$ cat src/sv/bmh_pkg.sv
// -----------------------------------------------------------------------------
// bmh_pkg: shared types and constants for the bounded min-heap
// Node layout, heap geometry, level-cell command bundle and the codes used
// between the level cells and the heap sequencer.
// -----------------------------------------------------------------------------
package bmh_pkg;

  // Heap geometry: positions are 1-based, level L holds positions 2^L .. 2^(L+1)-1.
  localparam int DEPTH = 64;
  localparam int PW    = $clog2(DEPTH + 1);
  localparam int LVLS  = PW;
  localparam int LW    = $clog2(LVLS);
  localparam int AW    = (LVLS > 2) ? LVLS - 2 : 1;

  // Field widths fixed by the stream payload.
  localparam int VAL_W      = 32;
  localparam int PAY_W      = 32;
  localparam int CAP_W      = 7;
  localparam int CNT_W      = 7;
  localparam int STAT_W     = 2;
  localparam int IN_DATA_W  = VAL_W + PAY_W;
  localparam int IN_USER_W  = 1;
  localparam int OUT_RAW_W  = 2 * (VAL_W + PAY_W) + CNT_W;
  localparam int OUT_DATA_W = ((OUT_RAW_W + 7) / 8) * 8;
  localparam int OUT_USER_W = 2 + STAT_W;
  localparam int CAP_RESET  = 64;

  // Operation codes carried on the input user sideband.
  localparam logic OP_INSERT  = 1'b0;
  localparam logic OP_EXTRACT = 1'b1;

  // Result status codes.
  localparam logic [STAT_W-1:0] ST_DONE  = 2'd0;
  localparam logic [STAT_W-1:0] ST_DROP  = 2'd1;
  localparam logic [STAT_W-1:0] ST_EMPTY = 2'd2;

  typedef struct packed {
    logic [PAY_W-1:0]        payload;
    logic signed [VAL_W-1:0] value;
  } node_t;

  // A sibling pair; lane 0 is the left child.
  typedef node_t [1:0] pair_t;

  // Outcome of the sift-down compare in a level cell.
  typedef enum logic [1:0] {
    SEL_NONE,
    SEL_LEFT,
    SEL_RIGHT
  } sel_e;

  // Where a heap position lives: level cell, pair word and lane.
  typedef struct packed {
    logic [LW-1:0] lvl;
    logic [AW-1:0] addr;
    logic          lane;
  } pos_t;

  // Command bundle broadcast from the sequencer to all level cells.
  typedef struct packed {
    logic          rd_en;
    logic [LW-1:0] rd_lvl;
    logic [AW-1:0] rd_addr;
    logic [1:0]    rd_mask;
    logic          wr_en;
    logic [LW-1:0] wr_lvl;
    logic [AW-1:0] wr_addr;
    logic          wr_lane;
    node_t         wr_node;
  } cell_cmd_t;

  // Split a 1-based heap position into level, pair word and lane.
  function automatic pos_t pos_map(logic [PW-1:0] p);
    pos_t          r;
    logic [PW-1:0] off;
    r   = '0;
    off = '0;
    for (int b = 0; b < PW; b++) begin
      if (p[b]) begin
        r.lvl = LW'(b);
      end
    end
    off    = p & ~(PW'(1) << r.lvl);
    r.addr = AW'(off >> 1);
    r.lane = off[0];
    return r;
  endfunction

endpackage

$ cat src/sv/bmh_ram.sv
// -----------------------------------------------------------------------------
// bmh_ram: node storage of one heap level
// Sibling pairs in one word, each lane written on its own, registered read.
// -----------------------------------------------------------------------------
module bmh_ram #(
  parameter int  WORDS = 1,
  localparam int AW    = (WORDS > 1) ? $clog2(WORDS) : 1
) (
  input  logic            clk_i,
  input  logic            we_i,
  input  logic [AW-1:0]   waddr_i,
  input  logic            wlane_i,
  input  bmh_pkg::node_t  wdata_i,
  input  logic            re_i,
  input  logic [AW-1:0]   raddr_i,
  output bmh_pkg::pair_t  rdata_o
);
  import bmh_pkg::*;

  node_t mem_lo [WORDS];
  node_t mem_hi [WORDS];

  generate
    if (WORDS == 1) begin : g_single
      // A single pair word needs no address decode.
      always_ff @(posedge clk_i) begin
        if (we_i && !wlane_i) begin
          mem_lo[0] <= wdata_i;
        end
        if (we_i && wlane_i) begin
          mem_hi[0] <= wdata_i;
        end
        if (re_i) begin
          rdata_o <= {mem_hi[0], mem_lo[0]};
        end
      end
    end else begin : g_multi
      always_ff @(posedge clk_i) begin
        if (we_i && !wlane_i) begin
          mem_lo[waddr_i] <= wdata_i;
        end
        if (we_i && wlane_i) begin
          mem_hi[waddr_i] <= wdata_i;
        end
        if (re_i) begin
          rdata_o <= {mem_hi[raddr_i], mem_lo[raddr_i]};
        end
      end
    end
  endgenerate

endmodule

$ cat config.mk
export PLATFORM = sky130hd
export DESIGN_NAME = bmh_ram
export DESIGN_NICKNAME = d
export VERILOG_FILES = /design/src/sv/bmh_pkg.sv /design/src/sv/bmh_ram.sv
export SDC_FILE = /design/constraint.sdc
export NUM_CORES = 1
export LEC_CHECK = 0
export ABC_AREA = 1
export BUFFER_PORTS_ARGS = -buffer_cell sky130_fd_sc_hd__buf_2
export CAP_MARGIN = 20
export CORE_ASPECT_RATIO = 1.5
export CORE_UTILIZATION = 52
export DETAILED_ROUTE_END_ITERATION = 6
export PLACE_DENSITY = 0.79
export SETUP_SLACK_MARGIN = 0.02
export SLEW_MARGIN = 10
export SYNTH_ARGS = -nofsm -noshare
export SYNTH_HDL_FRONTEND = slang
export SYNTH_SLANG_ARGS = --single-unit
$ cat constraint.sdc
create_clock -name clk_i -period 3 [get_ports clk_i]
set_input_delay 0.15 -clock clk_i [delete_from_list [all_inputs] [get_ports clk_i]]
set_output_delay 0.15 -clock clk_i [all_outputs]
set_load 0.01 [all_outputs]
Word level (Yosys, flattened, before mapping)

Memory sizes are Yosys's and may differ from the RTL's. A register that Yosys moved wholly into a read port is not among the register bits.
Cells that the tools add are included.

Bits in registers: 0
Memories kept: 2
Output and inout bits: 128
Bits in writable memories: 128
Input bits: 70

Reductions and logical operators: 3
Muxes and demuxes: 4

Memory list:

| memory | words | bits a word | rd ports | clocked after memory_dff | wr ports | RTL line      | text |
|---|---|---|---|---|---|---|---|
| mem_hi | 1     | 64          | 1        | 1                        | 1        | bmh_ram.sv:21 | `node_t mem_hi [WORDS];` |
| mem_lo | 1     | 64          | 1        | 1                        | 1        | bmh_ram.sv:20 | `node_t mem_lo [WORDS];` |

Operators by type and width:

| cell              | number |
|---|---|
| $mux 1            | 4 |
| $logic_and 1x1->1 | 2 |
| $logic_not 1->1   | 1 |

Logic depth before layout (Yosys ltp)

Depth after elaboration: 4
Depth in mapped cells: 2
Mapped depth without buffers: 2

Worst setup path before layout

Ideal clock, no wire load.

Path kind: input -> register
Start point: in we_i
End point: mem mem_lo[0][0] in the netlist's numbering, enable pin
Path buffers: 0
Required time: 2,565 ps
Stages on the path: 2
Path slack: 745 ps
Setup time: 435 ps
Arrival time: 1,820 ps
Cells stage by stage: inv_1 -> nor2_2

Longest elaborated chain between the ends: 3

RTL lines:

| item                         | RTL line      | text |
|---|---|---|
| from (decl)                  | bmh_ram.sv:10 | `input logic we_i,` |
| $logic_and 1x1->1            | bmh_ram.sv:27 | `if (we_i && !wlane_i) begin` |
| $mux 1                       | bmh_ram.sv:27 |  |
| $mux 1 (not written as such) | bmh_ram.sv:28 | `mem_lo[0] <= wdata_i;` |
| to (decl)                    | bmh_ram.sv:20 |  |

Every way passes these cells.

Final worst setup path

Start point: reg rdata_o[44] (netlist name)
End point: out rdata_o[44] in the netlist's numbering

RTL lines:

| item      | RTL line      | text |
|---|---|---|
| to (decl) | bmh_ram.sv:16 | `output bmh_pkg::pair_t rdata_o` |

No word-level cell between the ends.

==> results by stage <==
STA:
- The highest achievable clock rate is 825 MHz.
- The clock period minus final worst setup slack is 1.21 ns.
- The worst-case setup margin in the final layout is 1.79 ns.
- The setup TNS after final layout is 0 ns.
- Dividing the final minimum period by the clock period gives 0.404.
- The count of endpoints failing setup in the final report is 0.
- The final count of pins violating max slew was 0.
- The setup skew after layout is 0.00733 ns.
- The transition at the pin with the smallest max-transition slack is 0.779 ns.
- Headroom to the max-slew limit came out at 0.480.
- Setup repair after global routing left no endpoint under its margin.
- The hold violation count in the final report is 0.

Routing:
- The first detailed-routing pass ran for 4 iterations.
- The detailed-route DRC error count is 0.
- The detail route stage leaves a number of antenna-violating nets equal to 0.
- The via density per instance is 4.66.
- Summed over all layers, the routed wires come to 13100 um.
- In the final routed layout, each cell accounts on average for 17.3 um.
- The first routing iteration left 121 violations.
- The via count is 3533.

Setup path:
- The critical path depth is 1.
- Walking the worst path, the cells encountered are buf_2.
- The kind of start point of the critical path is a register.
- The sort of element at the end of the critical path is an output port.
- The path depth of the worst reg2reg path is 0.
- In this design, the stage delay of the slowest critical-path cell is 0.41 ns.
- The number of buffer and inverter stages on the critical path is 1.
- The worst-path cell with the longest stage delay is edfxtp_1.
- The kind of cell with the highest combined delay along the critical path is flip-flops.
- The critical path class is reg2out.
- The arrival time at the worst endpoint is 1.06 ns.
- The required time reported for the critical path endpoint is 2.85 ns.
- Of all nets on the critical path, the largest fanout is 1.

GRT:
- The global-route congestion overflow total is 0.
- The pin count of the biggest net entering global routing is 129.
- The number of antenna violations at the first check in global routing is 0.
- The number of global-route vias before repair is 3634.
- The global-route total usage across every layer is 0.168.
- The first global-routing pass estimated 18600 um of wire.

Placement:
- During placement, the flow inserted port buffers numbering 195.
- The congestion estimate from routability-driven global placement came to 0.709.
- The estimated wirelength of the detail-placed design is 7960 um.
- Before CTS, the worst setup slack after placement is 1.37 ns.

Logic synthesis:
- The mapped cell area is 7700 um^2.
- Synthesis inferred 256 register bits.
- The post-synthesis instance total is 260.
- The post-synthesis area per instance is 29.6 um^2.
- The number of distinct library cell variants in the gate-level netlist after synthesis is 4.
- Synthesis produced a netlist with a net count of 330.
- The number of synthesis warnings is 0.
- The share of synthesized area occupied by flip-flops and latches is 0.998.

Clock network:
- In this run the number of H-tree levels came out at 1.
- The quantity of hold-fixing buffers added after cts is 64.
- The number of sinks handled by clock tree synthesis is 256.
- Once the clock tree was built, the resizer swapped 0 gates to a different size.
- The source-to-sink clock delay at the later pin of the worst-skew pair is 0.49 ns.
- The clock input transition at the sequential cells of the worst setup and hold paths is 0.06 ns.
- The clock tree from TritonCTS is built.
- The library cell used as clock root buffer is clkbuf_16.
- Counting along the longest clock path gives a buffer depth of 3.
- The total CTS buffers is 22.
- After clock tree synthesis, the setup repair step added 0 buffers.

Final layout:
- The number of filler instances in the final layout is 842.
- The layout overhead on the synthesized area is 34.3%.
- The multi-input gate area in the final layout is 15.0 um^2.
- The repair_antennas step left the layout with diodes totalling 0.
- In the final layout, flip-flops and latches occupy 7690 um^2.
- The fraction of final layout cells sized beyond drive strength 1 is 0.415.
- The most common cell after layout, fill and taps aside is edfxtp_1.
- In the layout the commonest cells are edfxtp_1, buf_2, dlygate4sd3_1, clkbuf_16, clkinv_2.
- The number of nets at the end of the flow is 617.

Job:
- The number of maximum-capacitance violations is 0.

Worst hold path:
- The cell depth of the worst min-delay path is 2.
- The worst min-delay path category is in2reg.

Floorplan:
- 198 I/O pins were placed.
- The placeable core region is 14500 um^2.
- Row generation in the floorplan step produced 54 rows.
- The die covers 15300 um^2.
- In this run the horizontal extent of the chip is 101 um.
- The initial utilization of the core area, before any placement, comes to 0.530.
- The die is 151 um tall.

Power:
- The static leakage is 3.89 nW.
- In this run the power density over the cells is 717 nW/um^2.
- VDD sags by at most 519 uV.

Outcome:
- The run finished with clean final reports.
[registers in the layout (all words and copies together) (netlist names)]
signal	flops
rdata_o	128
mem_hi	64
mem_lo	64
[cells in the mapped netlist, drive strengths merged]
| library cell | instances | share of area |
|---|---|---|
| nor2 | 1 | 0.00081 |
| inv | 2 | 0.00097 |
| nand2 | 1 | 0.00049 |
| edfxtp | 256 | 1.0 |
[through the flow]
| step | total power, mW | cells | utilization | hold WS [ns] | area [um^2] |
|---|---|---|---|---|---|
| 2_1_floorplan | 4.41 | 260 | - | 0.249 | 7700 |
| 3_3_place_gp | 4.61 | 655 | 0.619 | 0.339 | 8990 |
| 3_5_place_dp | 4.64 | 655 | 0.619 | 0.341 | 8990 |
| 4_1_cts | 7.47 | 758 | 0.713 | 0.130 | 10400 |
| 5_1_grt | 7.66 | 758 | 0.713 | 0.140 | 10400 |
| 6_report | 7.42 | 758 | 0.713 | 0.135 | 10400 |
[worst paths after layout]
kind | start | endpoint | slack, ns
setup reg to reg | mem_lo[0][44] | rdata_o[44] | 2.33
setup / recovery | rdata_o[44] | rdata_o[44] | 1.79
hold / removal | wlane_i | mem_lo[0][12] | 0.14
hold reg to reg | mem_lo[0][25] | rdata_o[25] | 0.41
[power breakdown]
part	total (mW)	internal [mW]	switching [mW]	leakage, nW
registers	4.26	4.20	0.0571	2.45
logic	0.365	0.160	0.205	1.08
clock network	2.80	1.66	1.14	0.358
[layer usage]
| layer | up-vias | track usage | share of wire |
|---|---|---|---|
| met5 | - | 0 | 0 |
| met4 | 0 | 0.0913 | 0.038 |
| met3 | 39 | 0.0374 | 0.057 |
| met2 | 145 | 0.302 | 0.55 |
| met1 | 1715 | 0.182 | 0.36 |
| li1 | 1634 | - | - |
[cell type report]
class,count,share of cell area
sequential,256,0.743
timing repair buffer,263,0.162
clock buffer,28,0.0574
tap,196,0.0237
clock inverter,11,0.0123
multi-input combinational,2,0.00145
inverter,2,0.000725
[cells by family (layout without fill, tap and decap cells)]
kind of cell	Yosys count	after routing	synth area share
simple gates	2	2	0.00130
buf+inv	2	304	0.000975
flops	256	256	0.998
(Power assumes the default switching activity.)
