$ cat config.mk
export PLATFORM = sky130hd
export DESIGN_NAME = bmh_cell
export DESIGN_NICKNAME = d
export VERILOG_FILES = /design/src/sv/bmh_pkg.sv /design/src/sv/bmh_cell.sv
export SDC_FILE = /design/constraint.sdc
export NUM_CORES = 1
export LEC_CHECK = 0
export BUFFER_PORTS_ARGS = -buffer_cell sky130_fd_sc_hd__buf_2
export CORE_AREA = 3 3 136 138
export CTS_CLUSTER_SIZE = 25
export DETAILED_ROUTE_END_ITERATION = 8
export DIE_AREA = 0 0 139 141
export PLACE_DENSITY = 0.6
export SLEW_MARGIN = 10
export SYNTH_ARGS = -nofsm -noshare
export SYNTH_HDL_FRONTEND = slang
export SYNTH_SLANG_ARGS = --single-unit
$ cat constraint.sdc
create_clock -name clk_i -period 7.76 [get_ports clk_i]
set_input_delay 1.552 -clock clk_i [delete_from_list [all_inputs] [get_ports clk_i]]
set_output_delay 1.552 -clock clk_i [all_outputs]
set_load 0.02 [all_outputs]
$ cat src/sv/bmh_pkg.sv
// -----------------------------------------------------------------------------
// bmh_pkg: shared types and constants for the bounded min-heap
// Node layout, heap geometry, level-cell command bundle and the codes used
// between the level cells and the heap sequencer.
// -----------------------------------------------------------------------------
package bmh_pkg;

  // Heap geometry: positions are 1-based, level L holds positions 2^L .. 2^(L+1)-1.
  localparam int DEPTH = 64;
  localparam int PW    = $clog2(DEPTH + 1);
  localparam int LVLS  = PW;
  localparam int LW    = $clog2(LVLS);
  localparam int AW    = (LVLS > 2) ? LVLS - 2 : 1;

  // Field widths fixed by the stream payload.
  localparam int VAL_W      = 32;
  localparam int PAY_W      = 32;
  localparam int CAP_W      = 7;
  localparam int CNT_W      = 7;
  localparam int STAT_W     = 2;
  localparam int IN_DATA_W  = VAL_W + PAY_W;
  localparam int IN_USER_W  = 1;
  localparam int OUT_RAW_W  = 2 * (VAL_W + PAY_W) + CNT_W;
  localparam int OUT_DATA_W = ((OUT_RAW_W + 7) / 8) * 8;
  localparam int OUT_USER_W = 2 + STAT_W;
  localparam int CAP_RESET  = 64;

  // Operation codes carried on the input user sideband.
  localparam logic OP_INSERT  = 1'b0;
  localparam logic OP_EXTRACT = 1'b1;

  // Result status codes.
  localparam logic [STAT_W-1:0] ST_DONE  = 2'd0;
  localparam logic [STAT_W-1:0] ST_DROP  = 2'd1;
  localparam logic [STAT_W-1:0] ST_EMPTY = 2'd2;

  typedef struct packed {
    logic [PAY_W-1:0]        payload;
    logic signed [VAL_W-1:0] value;
  } node_t;

  // A sibling pair; lane 0 is the left child.
  typedef node_t [1:0] pair_t;

  // Outcome of the sift-down compare in a level cell.
  typedef enum logic [1:0] {
    SEL_NONE,
    SEL_LEFT,
    SEL_RIGHT
  } sel_e;

  // Where a heap position lives: level cell, pair word and lane.
  typedef struct packed {
    logic [LW-1:0] lvl;
    logic [AW-1:0] addr;
    logic          lane;
  } pos_t;

  // Command bundle broadcast from the sequencer to all level cells.
  typedef struct packed {
    logic          rd_en;
    logic [LW-1:0] rd_lvl;
    logic [AW-1:0] rd_addr;
    logic [1:0]    rd_mask;
    logic          wr_en;
    logic [LW-1:0] wr_lvl;
    logic [AW-1:0] wr_addr;
    logic          wr_lane;
    node_t         wr_node;
  } cell_cmd_t;

  // Split a 1-based heap position into level, pair word and lane.
  function automatic pos_t pos_map(logic [PW-1:0] p);
    pos_t          r;
    logic [PW-1:0] off;
    r   = '0;
    off = '0;
    for (int b = 0; b < PW; b++) begin
      if (p[b]) begin
        r.lvl = LW'(b);
      end
    end
    off    = p & ~(PW'(1) << r.lvl);
    r.addr = AW'(off >> 1);
    r.lane = off[0];
    return r;
  endfunction

endpackage

$ cat src/sv/bmh_cell.sv
// -----------------------------------------------------------------------------
// bmh_cell: one level of the heap
// Decodes the broadcast command for its level, steers its level memory and
// picks the node that moves up into the hole above during a sift-down.
// -----------------------------------------------------------------------------
module bmh_cell (
  input  logic                  clk_i,
  input  logic                  rst_ni,
  input  logic [bmh_pkg::LW-1:0] lvl_i,
  input  bmh_pkg::cell_cmd_t    cmd_i,
  input  bmh_pkg::node_t        x_i,
  input  bmh_pkg::pair_t        rdata_i,
  output logic                  re_o,
  output logic                  we_o,
  output bmh_pkg::sel_e         sel_o,
  output bmh_pkg::node_t        best_o
);
  import bmh_pkg::*;

  logic [1:0] mask_q;
  logic [1:0] mask_d;

  // Level decode of the broadcast command.
  assign re_o = cmd_i.rd_en && (cmd_i.rd_lvl == lvl_i);
  assign we_o = cmd_i.wr_en && (cmd_i.wr_lvl == lvl_i);

  // The child-valid mask travels with the read so it lines up with the data.
  assign mask_d = re_o ? cmd_i.rd_mask : mask_q;

  always_ff @(posedge clk_i or negedge rst_ni) begin
    if (!rst_ni) begin
      mask_q <= '0;
    end else begin
      mask_q <= mask_d;
    end
  end

  // Smallest of the node in flight and the valid children; ties keep the
  // earlier candidate, the left child is tried before the right one.
  always_comb begin
    best_o = x_i;
    sel_o  = SEL_NONE;
    if (mask_q[0] && (best_o.value > rdata_i[0].value)) begin
      best_o = rdata_i[0];
      sel_o  = SEL_LEFT;
    end
    if (mask_q[1] && (best_o.value > rdata_i[1].value)) begin
      best_o = rdata_i[1];
      sel_o  = SEL_RIGHT;
    end
  end

endmodule

# Yosys cells after proc, flatten, opt, wreduce, memory -nomap -nowiden
# Cells that the tools add are included.
[totals]
register_bits = 2
[op_classes]
n_lt_le_gt_ge = 2
eq_ne = 2
muxes = 4
reduce_logical = 4
[op_table]
columns = ["operator", "n"]
rows = [
  ["2-to-1 mux 64 bit", 2],
  ["greater-than comparator 32 bit", 2],
  ["== test 3 bit", 2],
  ["logical AND 1 bit", 4],
  ["2-to-1 mux 2 bit", 1],
  ["2-to-1 mux 1 bit", 1],
]

# Longest topological paths before layout
[depth]
depth_word = 6
depth_mapped = 22

# Worst setup path before layout
# No wires, ideal clock.
[synth_timing]
path_type = "input-to-output"
from = "input rdata_i[19] in the netlist's numbering"
to = "output best_o[0] in the netlist's numbering"
arrival_ps = 6134
required_time_ps = 6208
setup_slack_ps = 74
path_stages = 21
path_buffers = 4
cell_sequence = "inv_1 ha_1 and3_1 a221o_1 a21oi_1 o221ai_1 o31a_1 o211ai_2 buf_6 buf_6 mux2_4 ha_1 a21o_1 a21o_1 a211o_1 a21oi_1 a21oi_1 nor3b_1 buf_2 buf_2 mux2i_1"
[synth_rtl]
columns = ["element", "line", "text"]
rows = [
  ["from (decl)", "bmh_cell.sv:12", "input bmh_pkg::pair_t rdata_i,"],
  ["to (decl)", "bmh_cell.sv:16", "output bmh_pkg::node_t best_o"],
]

==> results.json <==
{
  "cts_buffer_depth": 2,
  "drv_slew": 0,
  "antenna_found_initial": 2,
  "finalWirelength_um": 15200,
  "reg_top3": "mask_q: 2 flops",
  "synth_top_area_share_pct": 32.6,
  "fmax_mhz": 126,
  "regMostFlops": "mask_q",
  "synth_top_cell_by_area": "mux2_2",
  "drt_pre_antenna_iters": 4,
  "largest_reg_flops": 2,
  "synth_seq_cells": 2,
  "min_path_type": "flip-flop to flip-flop",
  "syn-cell-area_um2": 3390,
  "drive_gt1_share_pct": 71.3,
  "dpl.hpwl_um": 12200,
  "vias_per_cell": 4.42,
  "path_clk_slew_ns": 0.03,
  "cts_buffers": 3,
  "clkLatencyLatePin_ns": 0.22,
  "placed_area_um2": 5370,
  "grt_max_degree": 22,
  "avgSynthCellArea_um2": 8.83,
  "cts_max_level": 1,
  "synth_warnings": 0,
  "final_area_um2": 6830,
  "synth_edf_count": 0,
  "gr-usage-all-layers_pct": 14.0,
  "p_per_area_nw_per_um2": 167,
  "vias": 4188,
  "rsz0062_at_grt": "yes",
  "synth_area_leaders": "mux2_2, ha_1, inv_1, mux2_4, mux2_1",
  "skew_ns": 0,
  "hold_ws_ns": 0.547,
  "critical_path_class": "input port to output port",
  "port_buffers": 274,
  "die_h_um": 141,
  "maxSlewHeadroom_pct": 78.2,
  "period_share_pct": 102,
  "yosysUniqueCellTypes": 40,
  "drcViolationCount": 0,
  "wl_per_cell_um": 16.0,
  "routabilityCongestion": 0.783,
  "initial_core_util_pct": 19.6,
  "path_max_fanout": 6,
  "utilization_pct": 39.5,
  "crit_required_ns": 6.21,
  "finalSetupViolCount": 55,
  "synth.most_common_cell": "mux2_2",
  "cts_tree": "built",
  "nNetsFinal": 1070,
  "synthTopCellsByCount": "mux2_2, inv_1, ha_1",
  "max-vdd-ir-drop_v": 0.000118,
  "cts.sinks": 2,
  "netlist_instances": 384,
  "end_kind": "output port",
  "fp-row-count": 48,
  "maxCapViolations": 0,
  "io_pins": 350,
  "dieArea_um2": 19600,
  "fin_ws_ns": -0.148,
  "fillCellCount": 1733,
  "arrival_ns": 6.36,
  "area_growth_pct": 101,
  "ys_seq_area_share_pct": 1.48,
  "grt_pass1_vias": 4476,
  "fin_crit_ns": 7.91,
  "worstMarginPinSlew_ns": 0.324,
  "syn_nets": 730,
  "core-area_um2": 17300,
  "p_leak_nw": 3.69,
  "synthFlopType": "dfrtp_1",
  "startpoint_type": "input port",
  "ant_nets": 0,
  "holdBufCountCts": 0,
  "hold_viol": 0,
  "die_x_um": 139,
  "violations": "setup timing",
  "outcome": "complete, but fails checks",
  "async_flop_share_pct": 100,
  "grt_pass1_wl_um": 22500,
  "drt_iter0_drc": 82,
  "cts-root-buf": "clkbuf_16",
  "grt_overflow": 0
}
cells by family (layout without fill, tap and decap cells):
group | count (synthesis) | in the layout | share of synthesized area, %
xor+xnor | 6 | 6 | 1.55
flops | 2 | 2 | 1.48
other cells | 0 | 1 | 0
compound gates | 54 | 54 | 10.7
buf+inv | 79 | 417 | 10.3
mux | 128 | 128 | 44.2
simple gates | 51 | 51 | 8.05
fa+ha+maj | 64 | 64 | 23.6
worst paths after layout:
| path | from | endpoint | slack [ns] | cells past startpoint |
|---|---|---|---|---|
| max in group asynchronous | rst_ni | mask_q[1]$_DFFE_PN0P_ | 6.54 | 1 |
| setup reg to reg | mask_q[0]$_DFFE_PN0P_ | mask_q[0]$_DFFE_PN0P_ | 7.11 | 2 |
| setup / recovery | rdata_i[17] | best_o[57] | -0.15 | 25 |
| hold / removal | mask_q[1]$_DFFE_PN0P_ | mask_q[1]$_DFFE_PN0P_ | 0.55 | 2 |
| min in group asynchronous | rst_ni | mask_q[0]$_DFFE_PN0P_ | 1.11 | 1 |
| hold reg to reg | mask_q[1]$_DFFE_PN0P_ | mask_q[1]$_DFFE_PN0P_ | 0.55 | 2 |
per-layer routing:
layer  share of wire, %  global-route usage, %  vias up
li1                   -                      -     2071
met1                 38                   15.2     1920
met2                 53                   28.3      175
met3                6.6                   2.51       20
met4                1.7                   2.52        2
met5              0.046                      0        -
what timing repair did:
action / in CTS / in global routing
pin swaps: 25 / 25
buffers inserted: 22 / 2
cloned: 4 / 2
resized for setup: 192 / 68
setup endpoints to repair: 66 / 66
hold endpoints to repair: 0 / 0
final cells by class:
class | count | area, µm² | area share, %
multi-input combinational | 303 | 3620 | 53.0
timing repair buffer | 349 | 2550 | 37.3
tap | 225 | 282 | 4.12
inverter | 65 | 251 | 3.68
clock buffer | 3 | 75.1 | 1.10
sequential | 2 | 50.0 | 0.733
antenna | 1 | 2.50 | 0.0367
where the power goes:
| part | switching (mW) | internal (mW) | total, mW |
|---|---|---|---|
| combinational | 0.441 | 0.601 | 1.04 |
| sequential | 0.00404 | 0.0138 | 0.0178 |
| clock | 0.0125 | 0.0656 | 0.0781 |
| total | 0.458 | 0.680 | 1.14 |
metrics by stage:
| stage | TNS, ns | std cells | setup slack (ns) | power, mW |
|---|---|---|---|---|
| 3_5_place_dp | -36.13 | 921 | -0.635 | 0.736 |
| 5_1_grt | -17.88 | 948 | -0.335 | 1.21 |
| 2_1_floorplan | 0 | 384 | 0.0738 | 0.475 |
| 4_1_cts | -3.05 | 946 | -0.126 | 1.09 |
| 3_3_place_gp | -34.29 | 921 | -0.604 | 0.732 |
| 6_report | -5.56 | 948 | -0.148 | 1.14 |
worst max-delay path: stages:
cell,delay [ns]
buf_6,0.10
inv_4,0.05
ha_4,0.19
and3_4,0.17
a221o_1,0.35
a21oi_2,0.17
o221ai_2,0.14
o31a_1,0.35
o211ai_4,0.30
buf_6,0.17
buf_6,0.09
mux2_4,0.31
ha_4,0.15
a21o_1,0.17
a221o_1,0.34
a221oi_2,0.26
buf_4,0.15
a21o_1,0.15
a21oi_2,0.08
nor3b_4,0.22
buf_6,0.16
buf_12,0.14
buf_12,0.14
mux2_4,0.32
buf_6,0.14
cells in the final DEF, fill, tap and decap left out, types with 3 or more instances in the layout:
| cell | netlist | layout |
|---|---|---|
| buf_2 | 7 | 212 |
| ha_4 | 0 | 20 |
| inv_1 | 65 | 61 |
| nor2_1 | 6 | 4 |
| nand2_1 | 13 | 12 |
| ha_1 | 64 | 43 |
| buf_6 | 6 | 70 |
| a21oi_1 | 22 | 15 |
| nand3_1 | 8 | 8 |
| clkbuf_16 | 0 | 5 |
| buf_4 | 0 | 52 |
| nand4_1 | 13 | 13 |
| mux2_2 | 98 | 36 |
| buf_12 | 0 | 10 |
| a21o_1 | 13 | 13 |
| mux2_4 | 16 | 78 |
| xnor2_1 | 4 | 4 |
| a21oi_2 | 0 | 7 |
| inv_4 | 0 | 3 |
| mux2_1 | 12 | 12 |
No activity file was read; power rests on OpenSTA's default activity.
